$ cat src/hdl/csb_pkg.sv
// Shared types and constants for the clipped sprite blitter.
// Used by the front end, the queue, the back end and the top level; no dependencies.
package csb_pkg;

    // Default geometry of the screen and the sprite store.
    parameter int SCREEN_COLS_DEF   = 128;
    parameter int SCREEN_ROWS_DEF   = 64;
    parameter int SPRITE_FRAMES_DEF = 4;

    // Sprite geometry: eight rows of one byte, two frame bytes per row.
    localparam int SPRITE_ROWS = 8;
    localparam logic [3:0] STEP_LAST = 4'd15;

    // Depth of the queue between front and back end.
    localparam int QUEUE_DEPTH = 2;

    typedef enum logic [1:0] {
        CMD_BLIT  = 2'd0,
        CMD_READ  = 2'd1,
        CMD_CLEAR = 2'd2,
        CMD_LOAD  = 2'd3
    } cmd_t;

    typedef enum logic [1:0] {
        CLIP_NONE  = 2'd0,
        CLIP_FULL  = 2'd1,
        CLIP_LEFT  = 2'd2,
        CLIP_RIGHT = 2'd3
    } clip_t;

    // One classified operation as it travels from the front to the back end.
    typedef struct packed {
        cmd_t        cmd;
        clip_t       kind;      // placement of a blit, CLIP_NONE when nothing is drawn
        logic        mode;      // 0 OR, 1 XOR
        logic [1:0]  frame;
        logic [5:0]  row_y;
        logic [4:0]  col;       // first frame byte column of the sprite
        logic [2:0]  rsh;       // bit offset within that byte
        logic [2:0]  srow;
        logic [7:0]  sdata;
        logic [9:0]  fb_addr;
        logic        ok;        // read address in range, or loaded frame in range
    } csb_op_t;

endpackage

$ cat src/hdl/csb_queue.sv
// Two-entry queue of classified operations between the front and the back end.
// Depends on csb_pkg.
module csb_queue import csb_pkg::*; (
    input  logic    aclk,
    input  logic    aresetn,
    input  logic    in_valid,
    output logic    in_ready,
    input  csb_op_t in_op,
    output logic    out_valid,
    input  logic    out_ready,
    output csb_op_t out_op
);

    localparam int PW = $clog2(QUEUE_DEPTH);

    csb_op_t     slots_reg [QUEUE_DEPTH];
    logic [PW-1:0] wr_ptr_reg;
    logic [PW-1:0] rd_ptr_reg;
    logic [PW:0]   count_reg;
    logic          push;
    logic          pop;

    assign in_ready  = count_reg != (PW+1)'(QUEUE_DEPTH);
    assign out_valid = count_reg != '0;
    assign out_op    = slots_reg[rd_ptr_reg];
    assign push      = in_valid && in_ready;
    assign pop       = out_valid && out_ready;

    // Pointer and fill count update.
    always_ff @(posedge aclk) begin
        if (!aresetn) begin
            wr_ptr_reg <= '0;
            rd_ptr_reg <= '0;
            count_reg  <= '0;
        end else begin
            if (push) begin
                wr_ptr_reg <= (wr_ptr_reg == PW'(QUEUE_DEPTH - 1)) ? '0 : wr_ptr_reg + 1'b1;
            end
            if (pop) begin
                rd_ptr_reg <= (rd_ptr_reg == PW'(QUEUE_DEPTH - 1)) ? '0 : rd_ptr_reg + 1'b1;
            end
            if (push && !pop) begin
                count_reg <= count_reg + 1'b1;
            end else if (pop && !push) begin
                count_reg <= count_reg - 1'b1;
            end
        end
    end

    always_ff @(posedge aclk) begin
        if (push) begin
            slots_reg[wr_ptr_reg] <= in_op;
        end
    end

endmodule

$ cat config.mk
export PLATFORM = sky130hd
export DESIGN_NAME = csb_queue
export DESIGN_NICKNAME = d
export VERILOG_FILES = /design/src/hdl/csb_pkg.sv /design/src/hdl/csb_queue.sv
export SDC_FILE = /design/constraint.sdc
export NUM_CORES = 1
export LEC_CHECK = 0
export ABC_AREA = 1
export BUFFER_PORTS_ARGS = -buffer_cell sky130_fd_sc_hd__buf_2
export CAP_MARGIN = 0
export CORE_MARGIN = 8
export CORE_UTILIZATION = 45
export CTS_BUF_LIST = sky130_fd_sc_hd__clkbuf_8
export DETAILED_ROUTE_END_ITERATION = 10
export PLACE_DENSITY = 0.7
export SLEW_MARGIN = 30
export SYNTH_ARGS = -nofsm -noshare
export SYNTH_HDL_FRONTEND = slang
export SYNTH_SLANG_ARGS = --single-unit
$ cat constraint.sdc
create_clock -name aclk -period 8.1 [get_ports aclk]
set_clock_uncertainty 0.05 [all_clocks]
set_input_delay 0 -clock aclk [delete_from_list [all_inputs] [get_ports aclk]]
set_output_delay 0 -clock aclk [all_outputs]
set_load 0.02 [all_outputs]
== Word level (Yosys, flattened, before mapping) ==
Memories as Yosys holds them, arrays and structs flattened. A register that Yosys moved wholly into a read port is not among the register bits.
Cells that the tools add are included.

* Register bits after elaboration: 4
* Memory bits (writable): 86
* Bits of input ports: 47
* Output and inout bits: 45
* Logic and storage cells: 25
* Memories: 1

* $add $sub $neg: 4
* Equality and inequality tests: 1
* Mux-type cells: 8
* Reduce and logical (&&, ||, !) cells: 8

{| class="wikitable"
|+ Memories
! memory !! depth !! width !! rd ports !! clocked after memory_dff !! wr ports !! RTL line !! source
|-
| slots_reg || 2 || 43 || 1 || 1 || 1 || csb_queue.sv:16 || <nowiki>csb_op_t slots_reg [QUEUE_DEPTH];</nowiki>
|}

{| class="wikitable"
|+ Operator list
! cell !! count
|-
| $mux W1 || 6
|-
| $logic_and A1 B1 Y1 || 4
|-
| $mux W2 || 2
|-
| $reduce_bool A2 Y1 || 2
|-
| $add A1 B1 Y1 const B || 2
|-
| $add A2 B1 Y2 const B || 1
|-
| $logic_not A1 Y1 || 2
|-
| $ne A2 B2 Y1 const B || 1
|-
| $sub A2 B1 Y2 const B || 1
|}

== Logic depth before layout (Yosys ltp) ==
* Depth after elaboration: 6
* Mapped depth: 11
* Depth with buffers taken out: 11

== Worst setup path after synthesis ==
No wires, ideal clock.

* Kind: reg2reg
* From: register count_reg[0]
* To: memory slots_reg[0][0] (netlist name), enable pin
* Arrival time: 2536 ps
* Data required time: 7607 ps
* Slack: 5070 ps
* Cell stages (with the launch flop): 5
* Path buffers: 0
* Period minus slack after synthesis: 3030 ps
* Cells stage by stage: dfxtp_1 inv_1 nand2_1 nand2_1 nor2_1

* Word-level cells in the longest chain between the ends: 4

{| class="wikitable"
|+ RTL lines
! item !! RTL line !! source
|-
| start, declared || csb_queue.sv:19 || <nowiki>logic [PW:0] count_reg;</nowiki>
|-
| start signal, assigned || csb_queue.sv:43 || <nowiki>count_reg <= count_reg + 1'b1;</nowiki>
|-
| start signal, assigned || csb_queue.sv:45 || <nowiki>count_reg <= count_reg - 1'b1;</nowiki>
|-
| $ne A2 B2 Y1 || csb_queue.sv:23 || <nowiki>assign in_ready = count_reg != (PW+1)'(QUEUE_DEPTH);</nowiki>
|-
| via in_ready || csb_queue.sv:7 || <nowiki>output logic in_ready,</nowiki>
|-
| $logic_and A1 B1 Y1 || csb_queue.sv:26 || <nowiki>assign push = in_valid && in_ready;</nowiki>
|-
| $mux W1 || csb_queue.sv:51 || <nowiki>if (push) begin</nowiki>
|-
| $mux W1 (not written as such) || csb_queue.sv:52 || <nowiki>slots_reg[wr_ptr_reg] <= in_op;</nowiki>
|-
| end, declared || csb_queue.sv:16 ||
|}

The timed path passes the listed nets, and every way through them passes these cells.

==> results.sh <==
export IMPL_status="finished clean"
export IMPL_largest_reg_flops=86
export IMPL_slowest_stage="dfxtp_2"
export IMPL_cts_root_buf="clkbuf_8"
export IMPL_clock_sinks=91
export IMPL_first_pass_iters=4
export IMPL_cts_buffer_depth=2
export IMPL_power_density_nw_per_um2=284
export IMPL_crit_buf_inv=2
export IMPL_antenna_cells=0
export IMPL_cp_required_ns=8.05
export IMPL_clkPwrFrac_pct=23.9
export IMPL_cpPeakStageDelay_ns=0.69
export IMPL_p_int_uw=947
export IMPL_core_area_um2=7690
export IMPL_timing_rr_end="slots_reg[1][40]"
export IMPL_ys_ff_latch=91
export IMPL_p_leak_nw=1.89
export IMPL_synth_edf_count=86
export IMPL_syn2layout_area_growth_pct=33.5
export IMPL_seq_area_frac_synth_pct=75.6
export IMPL_antenna_found_initial=0
export IMPL_min_period_ns=2.17
export IMPL_portBuffers=91
export IMPL_ys_flop_type="edfxtp_1"
export IMPL_start_kind="flip-flop"
export IMPL_post_synth_num_cell_types=15
export IMPL_crit_fanout=27
export IMPL_fillCellCount=584
export IMPL_tns_ns=0
export IMPL_grt_max_degree=44
export IMPL_synth_most_common_cell="edfxtp_1"
export IMPL_fp_dieArea_um2=11000
export IMPL_hold_path_class="input pin to flip-flop"
export IMPL_post_route_util_pct=61.6
export IMPL_routed_wl_um=6540
export IMPL_reg2reg_depth=5
export IMPL_finalPower_mw=1.34
export IMPL_hp_start="out_ready"
export IMPL_min_path_cells=4
export IMPL_grt_ovfl_total=0
export IMPL_layout_drive_gt1_share_pct=48.4
export IMPL_async_flop_share_pct=0
export IMPL_die_w_um=105
export IMPL_switching_share_pct=29.5
export IMPL_synth_top_area_cell="edfxtp_1"
export IMPL_syn_area_per_cell_um2=20.8
export IMPL_final_antenna_net_count=0
export IMPL_fmax_mhz=460
export IMPL_via_per_inst=4.50
export IMPL_path_class="flip-flop to output pin"
export IMPL_nNetsFinal=363
export IMPL_ctsHtreeMaxLevel=3
export IMPL_r2r_start="count_reg[0]"
export IMPL_grt_pass1_vias=2155
export IMPL_drv_cap=0
export IMPL_r2r_slack_ns=6.38
export IMPL_start_util_pct=46.2
export IMPL_syn_num_nets=219
export IMPL_grt_pass1_wl_um=10700
export IMPL_path_cells="buf_4 -> mux2_2 -> buf_2"
export IMPL_p_sw_uw=396
export IMPL_synth_top_area_share_pct=72.8
export IMPL_gp_congestion=0.646
export IMPL_p_comb_share_pct=29.4
export IMPL_cpLargestDelayFamily="buffers and inverters"
export IMPL_post_cts_resized=0
export IMPL_drc_errors=0
export IMPL_end_kind="output pin"
export IMPL_insertion_delay_ns=0.34
export IMPL_ir_worst_vdd_mv=0.194
export IMPL_fin_crit_sh_pct=26.8
export IMPL_synth_commonest_cells="edfxtp_1, mux2_4, nand2_1, inv_1, nor2_1"
export IMPL_ioPinCount=92
export IMPL_slew_viol_final=0
export IMPL_hold_viol_final=0
export IMPL_crit_arrival_ns=2.12
export IMPL_relSlewSlack_pct=60.8
export IMPL_ys_warn_count=0
export IMPL_cts_tree="yes"
export IMPL_cts_made_buffers=9
export IMPL_fp_dieH_um=105
export IMPL_drt_initial_drc_count=74
export IMPL_wl_per_cell_um=15.5
export IMPL_synth_area_um2=3550
export IMPL_vias=1900
export IMPL_setup_viol=0
export IMPL_row_count=32
export IMPL_dp_hpwl_um=4370
export IMPL_grt_usage_pct=12.4
export IMPL_synthCells=171
export IMPL_clk_pin_slew_ns=0.08
export IMPL_seqPwrFrac_pct=46.7
export IMPL_synth_area_leaders="edfxtp_1, mux2_4, dfxtp_1"
export IMPL_worst_pin_slew_ns=0.588
export IMPL_grt_setup_unrepaired="false"
## tightest hold or removal path, cell delays in order
cell and delay (ns):
buf_2 0.09, o21a_1 0.16, nor2_1 0.07, nor2_1 0.09
## how the worst max path moves through the flow
stage / from / to / slack (ns) / cells past startpoint
2_1_floorplan: count_reg[0] / slots_reg[0][0] / 5.07 / 4
6_report: flip-flop / out_op[23] / 5.93 / 3
3_5_place_dp: flip-flop / out_op[23] / 6.23 / 3
4_1_cts: flip-flop / out_op[23] / 5.83 / 3
5_1_grt: flip-flop / out_op[23] / 5.79 / 3
3_3_place_gp: flip-flop / out_op[23] / 6.27 / 3
## layer usage
layer	global-route usage, %	vias up	share of wire (%)
li1	-	931	-
met1	13.3	918	41
met2	21.5	46	53
met3	3.93	5	4.0
met4	6.42	0	1.5
met5	0	-	0
## cells by family (layout without fill, tap and decap cells)
| kind of cell | Yosys count | count (layout) | synth area share, % |
|---|---|---|---|
| AO/OA/AOI/OAI | 4 | 4 | 0.635 |
| adder cells (fa/ha/maj) | 1 | 1 | 0.353 |
| buffers and inverters | 13 | 162 | 3.42 |
| flip-flops | 91 | 91 | 75.6 |
| multiplexers | 43 | 43 | 17.9 |
| AND/OR/NAND/NOR | 19 | 19 | 2.12 |
## power by group through the flow
stage	Clock [mW]	Combinational, mW	Sequential [mW]
finish	0.321	0.395	0.627
global route	0.350	0.425	0.634
CTS	0.332	0.404	0.629
detailed placement	0	0.386	0.639
global placement	0	0.383	0.635
floorplan	0	0.309	0.623
## cell type report
class | count | area, um2 | area share, %
Multi-Input combinational cell | 67 | 759 | 16.0
Timing Repair Buffer | 138 | 918 | 19.4
Tap cell | 102 | 128 | 2.69
Inverter | 8 | 30.0 | 0.634
Sequential cell | 91 | 2680 | 56.7
Clock buffer | 9 | 124 | 2.62
Clock inverter | 7 | 92.6 | 1.96
## timing repair
item                      in CTS  in global routing
hold endpoints to repair      91                  0
hold buffers                  44                  0
buffers inserted               0                  0
## cells in the final DEF, fill, tap and decap left out, drive strengths merged
cell type and n:
nand3 1, nand2 9, ha 1, inv 8, mux2 43, buf 94, bufinv 2, nand4 1
clkbuf 9, edfxtp 86, clkinv 3, dfxtp 5, dlygate4sd3 44, nor2 8, o21ai 2, o21a 1
a21oi 1, clkinvlp 2
## stage by stage
step	instances	instance area (um2)	setup WS (ns)	hold slack (ns)
after global routing	422	4740	5.79	0.0346
after global placement	362	4080	6.27	0.138
after floorplan	171	3550	5.07	0.0489
final	422	4740	5.93	0.0534
after CTS	422	4740	5.83	0.0282
after detailed placement	362	4080	6.23	0.141
(Power assumes the default switching activity.)
